File: src/rtl/pne_pkg.sv
// Shared types, constants and helpers for the path name escape encoder.
package pne_pkg;

  localparam int unsigned MaxRes  = 6;
  localparam int unsigned CntW    = 3;

  localparam logic [7:0] ChPct   = 8'h25;
  localparam logic [7:0] ChF     = 8'h66;
  localparam logic [7:0] ChSlash = 8'h2f;
  localparam logic [7:0] ChLf    = 8'h0a;
  localparam logic [7:0] ChCr    = 8'h0d;
  localparam logic [7:0] ChNul   = 8'h00;

  typedef struct packed {
    logic [MaxRes-1:0][7:0] bytes;
    logic [CntW-1:0]        cnt;
    logic                   nul;
  } res_list_t;

  function automatic logic [7:0] hex_char(input logic [3:0] nib);
    logic [7:0] r;
    if (nib < 4'd10) begin
      r = 8'h30 + {4'd0, nib};
    end else begin
      r = 8'h61 + {4'd0, nib} - 8'd10;
    end
    return r;
  endfunction

endpackage

File: src/rtl/pne_expand.sv
// Expansion of one path byte into its result list, with the element state.
module pne_expand import pne_pkg::*; (
  input  logic      clk_i,
  input  logic      rst_ni,
  input  logic      split_i,
  input  logic      adv_i,
  input  logic [7:0] byte_i,
  input  logic      eon_i,
  output res_list_t list_o
);

  logic open_q, open_d;
  logic pend_q, pend_d;

  always_comb begin
    logic [CntW-1:0] n;
    n      = '0;
    list_o = '0;
    open_d = open_q;
    pend_d = pend_q;
    if (split_i && byte_i == ChSlash) begin
      open_d = 1'b0;
      pend_d = 1'b1;
    end else begin
      if (pend_q) begin
        list_o.bytes[n] = ChSlash;
        n = n + 1'b1;
        pend_d = 1'b0;
      end
      if (!open_q) begin
        list_o.bytes[n] = ChF;
        n = n + 1'b1;
        open_d = 1'b1;
      end
      if (byte_i == ChPct || byte_i == ChSlash || byte_i == ChLf || byte_i == ChCr) begin
        list_o.bytes[n] = ChPct;
        n = n + 1'b1;
        list_o.bytes[n] = hex_char(byte_i[7:4]);
        n = n + 1'b1;
        list_o.bytes[n] = hex_char(byte_i[3:0]);
        n = n + 1'b1;
      end else begin
        list_o.bytes[n] = byte_i;
        n = n + 1'b1;
      end
    end
    if (eon_i) begin
      list_o.bytes[n] = ChNul;
      n = n + 1'b1;
      list_o.nul = 1'b1;
      open_d = 1'b0;
      pend_d = 1'b0;
    end
    list_o.cnt = n;
  end

  always_ff @(posedge clk_i or negedge rst_ni) begin
    if (!rst_ni) begin
      open_q <= 1'b0;
      pend_q <= 1'b0;
    end else if (adv_i) begin
      open_q <= open_d;
      pend_q <= pend_d;
    end
  end

endmodule

File: src/rtl/pne_emit.sv
// Result list register, shifted out one result byte per cycle while the output is not stalled.
module pne_emit import pne_pkg::*; (
  input  logic      clk_i,
  input  logic      rst_ni,
  input  logic      load_i,
  input  res_list_t list_i,
  output logic      free_o,
  output logic      out_valid_o,
  input  logic      out_stall_i,
  output logic [7:0] out_byte_o,
  output logic      last_of_run_o,
  output logic      name_done_o
);

  logic [MaxRes-1:0][7:0] buf_q, buf_d;
  logic [CntW-1:0]        cnt_q, cnt_d;
  logic                   nul_q, nul_d;
  logic                   pop;

  assign out_valid_o   = (cnt_q != '0);
  assign pop           = out_valid_o && !out_stall_i;
  assign last_of_run_o = (cnt_q == CntW'(1));
  assign name_done_o   = nul_q && last_of_run_o;
  assign out_byte_o    = buf_q[0];
  assign free_o        = (cnt_q == '0) || (last_of_run_o && pop);

  always_comb begin
    buf_d = buf_q;
    cnt_d = cnt_q;
    nul_d = nul_q;
    if (load_i) begin
      buf_d = list_i.bytes;
      cnt_d = list_i.cnt;
      nul_d = list_i.nul;
    end else if (pop) begin
      buf_d = {8'h00, buf_q[MaxRes-1:1]};
      cnt_d = cnt_q - 1'b1;
    end
  end

  always_ff @(posedge clk_i or negedge rst_ni) begin
    if (!rst_ni) begin
      cnt_q <= '0;
      nul_q <= 1'b0;
    end else begin
      cnt_q <= cnt_d;
      nul_q <= nul_d;
    end
  end

  always_ff @(posedge clk_i) begin
    buf_q <= buf_d;
  end

endmodule

File: src/rtl/path_name_escape_encoder.sv
// Top level of the path name escape encoder: input register, expansion, result output.
// Path bytes go through an input register and are expanded into a list of up to six
// result bytes ('/', 'f', the byte or its %xx escape, NUL) held in a result register
// that shifts out one result per cycle unless out_stall_i is high. An input request whose
// byte makes one result or none passes at one per cycle unless the output stalls; one
// making more holds the input until its last result is taken, so the sustained rate is
// set by the output port at one result byte per cycle. split_at_slash resets to 1.
module path_name_escape_encoder import pne_pkg::*; (
  input  logic       clk_i,
  input  logic       rst_ni,
  input  logic       cfg_valid_i,
  output logic       cfg_ready_o,
  input  logic       cfg_split_at_slash_i,
  input  logic       in_valid_i,
  output logic       in_stall_o,
  input  logic [7:0] in_byte_i,
  input  logic       end_of_name_i,
  output logic       out_valid_o,
  input  logic       out_stall_i,
  output logic [7:0] out_byte_o,
  output logic       last_of_run_o,
  output logic       name_done_o
);

  logic       split_q;
  logic       iv_q, iv_d;
  logic [7:0] ib_q;
  logic       ie_q;
  logic       free, adv, accept;
  res_list_t  list;

  assign cfg_ready_o = 1'b1;
  assign adv         = iv_q && free;
  assign in_stall_o  = iv_q && !free;
  assign accept      = in_valid_i && !in_stall_o;

  always_comb begin
    iv_d = iv_q;
    if (accept) begin
      iv_d = 1'b1;
    end else if (adv) begin
      iv_d = 1'b0;
    end
  end

  always_ff @(posedge clk_i or negedge rst_ni) begin
    if (!rst_ni) begin
      split_q <= 1'b1;
      iv_q    <= 1'b0;
    end else begin
      iv_q <= iv_d;
      if (cfg_valid_i && cfg_ready_o) begin
        split_q <= cfg_split_at_slash_i;
      end
    end
  end

  always_ff @(posedge clk_i) begin
    if (accept) begin
      ib_q <= in_byte_i;
      ie_q <= end_of_name_i;
    end
  end

  pne_expand u_expand (
    .clk_i   (clk_i),
    .rst_ni  (rst_ni),
    .split_i (split_q),
    .adv_i   (adv),
    .byte_i  (ib_q),
    .eon_i   (ie_q),
    .list_o  (list)
  );

  pne_emit u_emit (
    .clk_i         (clk_i),
    .rst_ni        (rst_ni),
    .load_i        (adv && (list.cnt != '0)),
    .list_i        (list),
    .free_o        (free),
    .out_valid_o   (out_valid_o),
    .out_stall_i   (out_stall_i),
    .out_byte_o    (out_byte_o),
    .last_of_run_o (last_of_run_o),
    .name_done_o   (name_done_o)
  );

endmodule
File: config.mk
export PLATFORM = sky130hd
export DESIGN_NAME = path_name_escape_encoder
export DESIGN_NICKNAME = d
export VERILOG_FILES = /design/src/rtl/pne_pkg.sv /design/src/rtl/pne_expand.sv /design/src/rtl/pne_emit.sv /design/src/rtl/path_name_escape_encoder.sv
export SDC_FILE = /design/constraint.sdc
export NUM_CORES = 1
export LEC_CHECK = 0
export BUFFER_PORTS_ARGS = -buffer_cell sky130_fd_sc_hd__buf_2
export CAP_MARGIN = 20
export CELL_PAD_IN_SITES_DETAIL_PLACEMENT = 1
export CELL_PAD_IN_SITES_GLOBAL_PLACEMENT = 2
export CORE_UTILIZATION = 40
export DETAILED_ROUTE_END_ITERATION = 16
export GPL_ROUTABILITY_DRIVEN = 0
export HOLD_SLACK_MARGIN = 0.05
export PLACE_DENSITY_LB_ADDON = 0.12
export SETUP_SLACK_MARGIN = 0.02
export SKIP_LAST_GASP = 1
export SYNTH_ARGS = -nofsm -noshare
export SYNTH_HDL_FRONTEND = slang
export SYNTH_SLANG_ARGS = --single-unit
File: constraint.sdc
create_clock -name clk_i -period 5.15 [get_ports clk_i]
set_clock_uncertainty 0.2 [all_clocks]
set_input_delay 0.515 -clock clk_i [delete_from_list [all_inputs] [get_ports clk_i]]
set_output_delay 0.515 -clock clk_i [all_outputs]
set_load 0.01 [all_outputs]
# Word level (Yosys, flattened, before mapping)

Index checks and enable logic that the tools add are counted.

Bits in registers: 65
Input port bits: 15
Output and inout port bits: 13

Add/subtract/negate cells: 12
Magnitude comparators: 12
Eq/ne operators: 5
Mux-type cells: 44
Bitwise gates (word level): 8
Reduce and logical (&&, ||, !) cells: 25

Operator list:

| cell                                                               | number |
|---|---|
| 2-to-1 mux 48 bit                                                  | 7 |
| bitwise mux 48 bit                                                 | 3 |
| demux 8 bit (select 3 bit)                                         | 5 |
| 2-to-1 mux 8 bit                                                   | 12 |
| AND 48 bit                                                         | 1 |
| NOT 48 bit                                                         | 1 |
| AND 30 bit                                                         | 1 |
| NOT 30 bit                                                         | 1 |
| AND 4 x 24 -> 24 bit                                               | 1 |
| 2-to-1 mux 3 bit                                                   | 8 |
| NOT 24 bit                                                         | 1 |
| OR 4 x 24 -> 24 bit                                                | 1 |
| < comparator 3 x 4 -> 1 bit (second input constant)                | 5 |
| OR 18 bit                                                          | 1 |
| adder 7 x 4 -> 8 bit (first input constant)                        | 2 |
| equality test 8 x 4 -> 1 bit (second input constant)               | 2 |
| equality test 8 x 6 -> 1 bit (second input constant)               | 2 |
| subtractor 8 x 4 -> 8 bit (second input constant)                  | 2 |
| adder 3 x 1 -> 3 bit (second input constant)                       | 5 |
| greater-or-equal comparator 3 x 1 -> 1 bit (second input constant) | 5 |
| adder 6 x 4 -> 7 bit (first input constant)                        | 2 |
| logical AND 1 bit                                                  | 13 |
| < comparator 4 bit (second input constant)                         | 2 |
| 2-to-1 mux 1 bit                                                   | 8 |
| other kinds (8)                                                    | 15 |

# Logic depth before layout (Yosys ltp)

Word-level depth: 19
Depth in mapped cells: 16

# Modules after synthesis

A second synthesis with hierarchy kept.

Cell total of the unflattened synthesis: 419
Area total of the unflattened synthesis: 4429.2 µm²

By module, submodules not included:

| module                   | times used | cells an instance | area an instance (µm²) |
|---|---|---|---|
| pne_emit                 | 1          | 140               | 2328.5 |
| pne_expand               | 1          | 259               | 1719.1 |
| path_name_escape_encoder | 1          | 20                | 381.6 |

# Least setup slack after synthesis

OpenSTA, ideal clock, no wires.

Path type: flip-flop to flip-flop
Start: reg ib_q[1]
End: reg u_emit.buf_q[10] in the netlist's numbering (enable)
Setup time: 406 ps
Data arrival time: 3978 ps
Path slack: 566 ps
Cell stages (with the launch flop): 17
Path buffers: 3
Clock period less this slack: 4584 ps
Path through: edfxtp_1 inv_1 ha_1 mux2_2 and2_1 buf_2 o21ai_0 a21oi_1 ha_1 nand3b_1 a21oi_1 o211ai_1 a21o_1 o211a_1 buf_6 buf_6 or2_1

Longest elaborated chain between the ends: 11

RTL lines:

| what                                                   | line                               | text |
|---|---|---|
| start, declared                                        | path_name_escape_encoder.sv:27     | `logic [7:0] ib_q;` |
| start signal, assigned                                 | path_name_escape_encoder.sv:60     | `ib_q <= in_byte_i;` |
| equality test 8 x 6 -> 1 bit, on equally long branches | pne_expand.sv:35, pne_expand.sv:21 |  |
| logical OR 1 bit (3 in series)                         | pne_expand.sv:35                   | `if (byte_i == ChPct \|\| byte_i == ChSlash \|\| byte_i == ChLf \|\| byte_i == ChCr) begin` |
| 2-to-1 mux 3 bit                                       | pne_expand.sv:35                   |  |
| 2-to-1 mux 3 bit (*)                                   | pne_expand.sv:21                   | `if (split_i && byte_i == ChSlash) begin` |
| adder 3 x 1 -> 3 bit                                   | pne_expand.sv:49                   | `n = n + 1'b1;` |
| 2-to-1 mux 3 bit (*)                                   | pne_expand.sv:47                   | `if (eon_i) begin` |
| nonzero test 3 bit (*)                                 | path_name_escape_encoder.sv:78     | `.load_i (adv && (list.cnt != '0)),` |
| logical AND 1 bit (*)                                  | path_name_escape_encoder.sv:78     |  |
| nonzero test 2 bit (no line) (*)                       | -                                  |  |
| end signal, assigned                                   | pne_emit.sv:52                     | `buf_q <= buf_d;` |
| end, declared                                          | pne_emit.sv:15                     | `logic [MaxRes-1:0][7:0] buf_q, buf_d;` |

Every way passes the cells marked *; elsewhere a longest branch is shown, timed or not.
A chain may end at the register's enable or synchronous reset.

==> impl_metrics.env <==
export IMPL_outcome="finished clean"
export IMPL_cts_tree="yes"
export IMPL_seq_power_share_pct=34.5
export IMPL_syn_avg_cell_area_sq_um=9.81
export IMPL_final_cell_area_sq_um=4970
export IMPL_clk_transition_reported_paths_ns=0.05
export IMPL_synth_top_area_share_pct=36.4
export IMPL_nFillCells=1246
export IMPL_drive_gt1_share_pct=19.0
export IMPL_grt_pass1_vias=3639
export IMPL_grt_max_degree=47
export IMPL_reg2reg_slack_ns=0.43
export IMPL_timing_fmax_mhz=212
export IMPL_regToRegEndpoint="u_emit.buf_q[36]"
export IMPL_drtIter0Drc=230
export IMPL_area_growth_pct=9.58
export IMPL_crit_required_ns=5.03
export IMPL_p_sw_share_pct=38.6
export IMPL_cts_root_buf="clkbuf_16"
export IMPL_async_reset_ff_share_pct=12.7
export IMPL_synth_seq_cells=63
export IMPL_vias_per_cell=5.73
export IMPL_dr_pass1_iters=4
export IMPL_syn_nets=494
export IMPL_yosys_area_share_xor_xnor_pct=0.966
export IMPL_dpl_cell_area_sq_um=4700
export IMPL_path_class="reg -> reg"
export IMPL_setup_viol=0
export IMPL_path_cells="inv_1 > ha_1 > mux2_2 > and2_1 > o21ai_0 > a21oi_1 > ha_1 > nand3b_1 > a21oi_1 > o211ai_1 > a21o_1 > o211a_2 > buf_12 > mux2_2"
export IMPL_end_kind="flip-flop"
export IMPL_min_period_ns=4.72
export IMPL_worstMarginPinSlew_ns=0.911
export IMPL_grt_first_pass_wirelength_um=21100
export IMPL_clk_latency_ns=0.33
export IMPL_synth_area_leaders="edfxtp_1 36%, mux2_4 7.0%, ha_1 4.7%"
export IMPL_placed_cells=597
export IMPL_wl_per_cell_um=21.6
export IMPL_startpoint_type="flip-flop"
export IMPL_worst_path_max_fanout=22
export IMPL_max_clock_path_buffers=2
export IMPL_cts_inserted_buffers=9
export IMPL_cpLargestDelayFamily="compound AO/OA/AOI/OAI gates"
export IMPL_portBuffers=26
export IMPL_slowest_delay_ns=0.70
export IMPL_power_density_nw_per_um2=589
export IMPL_synthSimpleGateAreaFrac_pct=16.6
export IMPL_multi_input_area_sq_um=2320
export IMPL_reg2reg_from="ib_q[1]"
export IMPL_slew_headroom_pct=39.2
export IMPL_netlist_top_cell_by_area="edfxtp_1"
export IMPL_synth_compound_area_share_pct=15.5
export IMPL_hold_depth=1
export IMPL_hold_path_class="in -> reg"
export IMPL_path_depth=14
export IMPL_critPathCapture="u_emit.buf_q[36]"
export IMPL_reg2regPathDepth=14
export IMPL_die_area_sq_um=11800
export IMPL_antenna_left=0
export IMPL_synth_distinct_cells=64
export IMPL_initial_core_util_pct=41.5
export IMPL_core_area_sq_um=10900
export IMPL_crit_slowest_cell="o211a_2"
export IMPL_p_clk_share_pct=18.6
export IMPL_io_pin_count=28
export IMPL_die_w_um=108
export IMPL_final_max_slew_viol_count=0
export IMPL_synth_top_family_by_area="simple AND/OR/NAND/NOR gates"
export IMPL_internal_power_mw=1.80
export IMPL_vias=3515
export IMPL_total_power_mw=2.93
export IMPL_die_y_um=108
export IMPL_overflow=0
export IMPL_dp_hpwl_um=9360
export IMPL_wl_um=13200
export IMPL_num_nets_final=501
export IMPL_muxShareOfSynthArea_pct=13.4
export IMPL_regArea_sq_um=1850
export IMPL_cp_startpoint="ib_q[1]"
export IMPL_mappedNetlistArea_sq_um=4530
export IMPL_vdd_drop_max_v=0.000250
export IMPL_place_ws_ns=0.490
export IMPL_fin_tns_setup_ns=0
export IMPL_rsz0062_at_grt="false"
export IMPL_core_rowCount=38
export IMPL_cts_sinks=63
export IMPL_grt_antenna_before_repair=0
export IMPL_h_tree_depth=3
export IMPL_combinationalPowerShare_pct=46.9
export IMPL_path_buf_inv=2
export IMPL_cap_violations=0
export IMPL_worst_slack_ns=0.428
export IMPL_cellLeakagePower_nw=1.94
export IMPL_track_usage_pct=24.4
export IMPL_final_cells=613
export IMPL_route_detailed_drc=0
export IMPL_synth_ff_type="edfxtp_1"
export IMPL_fin_crit_sh_pct=91.7
export IMPL_yosysWarningCount=0
export IMPL_synthAdderAreaFrac_pct=4.69
export IMPL_hold_violations=0
export IMPL_postCtsSetupBuffers=0
export IMPL_yosysSeqAreaShare_pct=40.9
export IMPL_p_switching_mw=1.13
export IMPL_cp_arrival_ns=4.61
export IMPL_synth_edf_count=55
export IMPL_antenna_cells=0
export IMPL_netlist_instances=462
[cells in the final DEF, fill, tap and decap left out, drive strengths merged, types with 3 or more instances in the layout]
cell	synthesis	routed
a211oi	5	5
a21boi	3	3
a21oi	20	20
a22oi	5	5
a31oi	10	10
and2	6	6
and3	8	8
buf	23	36
clkbuf	18	10
clkinv	1	5
dfrtp	7	7
edfxtp	55	55
ha	17	17
inv	32	32
mux2	29	29
mux2i	20	20
nand2	33	33
nand2b	6	6
nand3	19	19
nand4	3	3
nor2	34	34
nor2b	7	7
nor3	16	16
nor4	3	3
o211ai	10	10
o21a	3	3
o21ai	30	30
o22ai	5	5
xnor2	4	4
[cell type report]
cell class,instances,share of cell area [%]
Timing Repair Buffer,37,4.84
Sequential cell,63,37.3
Clock buffer,10,4.61
Clock inverter,5,0.529
Multi-Input combinational cell,325,46.7
Tap cell,140,3.53
Inverter,33,2.49
[Yosys cell counts (8+ instances only)]
cell type and number:
a21oi_1 20, nand2_1 32, nand3_1 18, o211ai_1 9
o21ai_0 30, a31oi_1 10, nor2_1 33, ha_1 17
clkbuf_1 18, mux2i_1 20, edfxtp_1 55, nor3_1 16
inv_1 32, buf_4 10, mux2_4 21, and3_1 8
[power by group through the flow]
| stage | Clock [mW] | Sequential, mW | Combinational, mW |
|---|---|---|---|
| final | 0.545 | 1.01 | 1.37 |
| after CTS | 0.559 | 1.01 | 1.38 |
| after floorplan | 0 | 0.972 | 1.09 |
| after global routing | 0.578 | 1.04 | 1.51 |
| after detailed placement | 0 | 1.02 | 1.37 |
| after global placement | 0 | 1.02 | 1.36 |
[worst min path at each step]
stage	start	end	slack, ns
2_1_floorplan	rst_ni	iv_q	0.02
3_3_place_gp	rst_ni	iv_q	0.18
3_5_place_dp	rst_ni	iv_q	0.18
4_1_cts	in_byte_i[7]	ib_q[7]	0.15
5_1_grt	in_byte_i[7]	ib_q[7]	0.15
6_report	in_byte_i[7]	ib_q[7]	0.16
[metal layers]
metal / share of wire (%) / track usage, % / up-vias
met5: 0 / 0 / -
li1: - / - / 1683
met3: 5.3 / 4.28 / 20
met2: 48 / 38.6 / 93
met1: 45 / 33.0 / 1719
met4: 2.1 / 8.98 / 0
[state kept, by name, indices dropped and copies added, names as in the netlist]
signal             count
u_emit.cnt_q           3
u_emit.out_byte_o      8
ie_q                   1
split_q                1
u_expand.open_q        1
ib_q                   8
u_emit.nul_q           1
iv_q                   1
u_emit.buf_q          38
u_expand.pend_q        1
[cells by family (layout without fill, tap and decap cells)]
logic type / after synthesis / in the layout
DFF: 63 / 63
and+or+nand+nor: 146 / 146
buffers and inverters: 74 / 85
xor gates and xnor gates: 5 / 5
other: 1 / 1
adders and majority gates: 17 / 17
AOI/OAI and AO/OA: 107 / 107
muxes: 49 / 49
[repair_timing]
| action | in CTS | in global routing |
|---|---|---|
| hold endpoints to repair | 7 | 0 |
| resized for setup | 0 | 0 |
| hold buffers | 1 | 0 |
| endpoints found under the setup margin | 0 | 0 |
[metrics by stage]
step / hold WS (ns) / utilization, %
finish: 0.156 / 45.4
global route: 0.149 / 45.4
CTS: 0.148 / 45.4
detailed placement: 0.180 / 43.0
global placement: 0.177 / 43.0
floorplan: 0.0194 / -
Power figures use the tool's default switching activity.
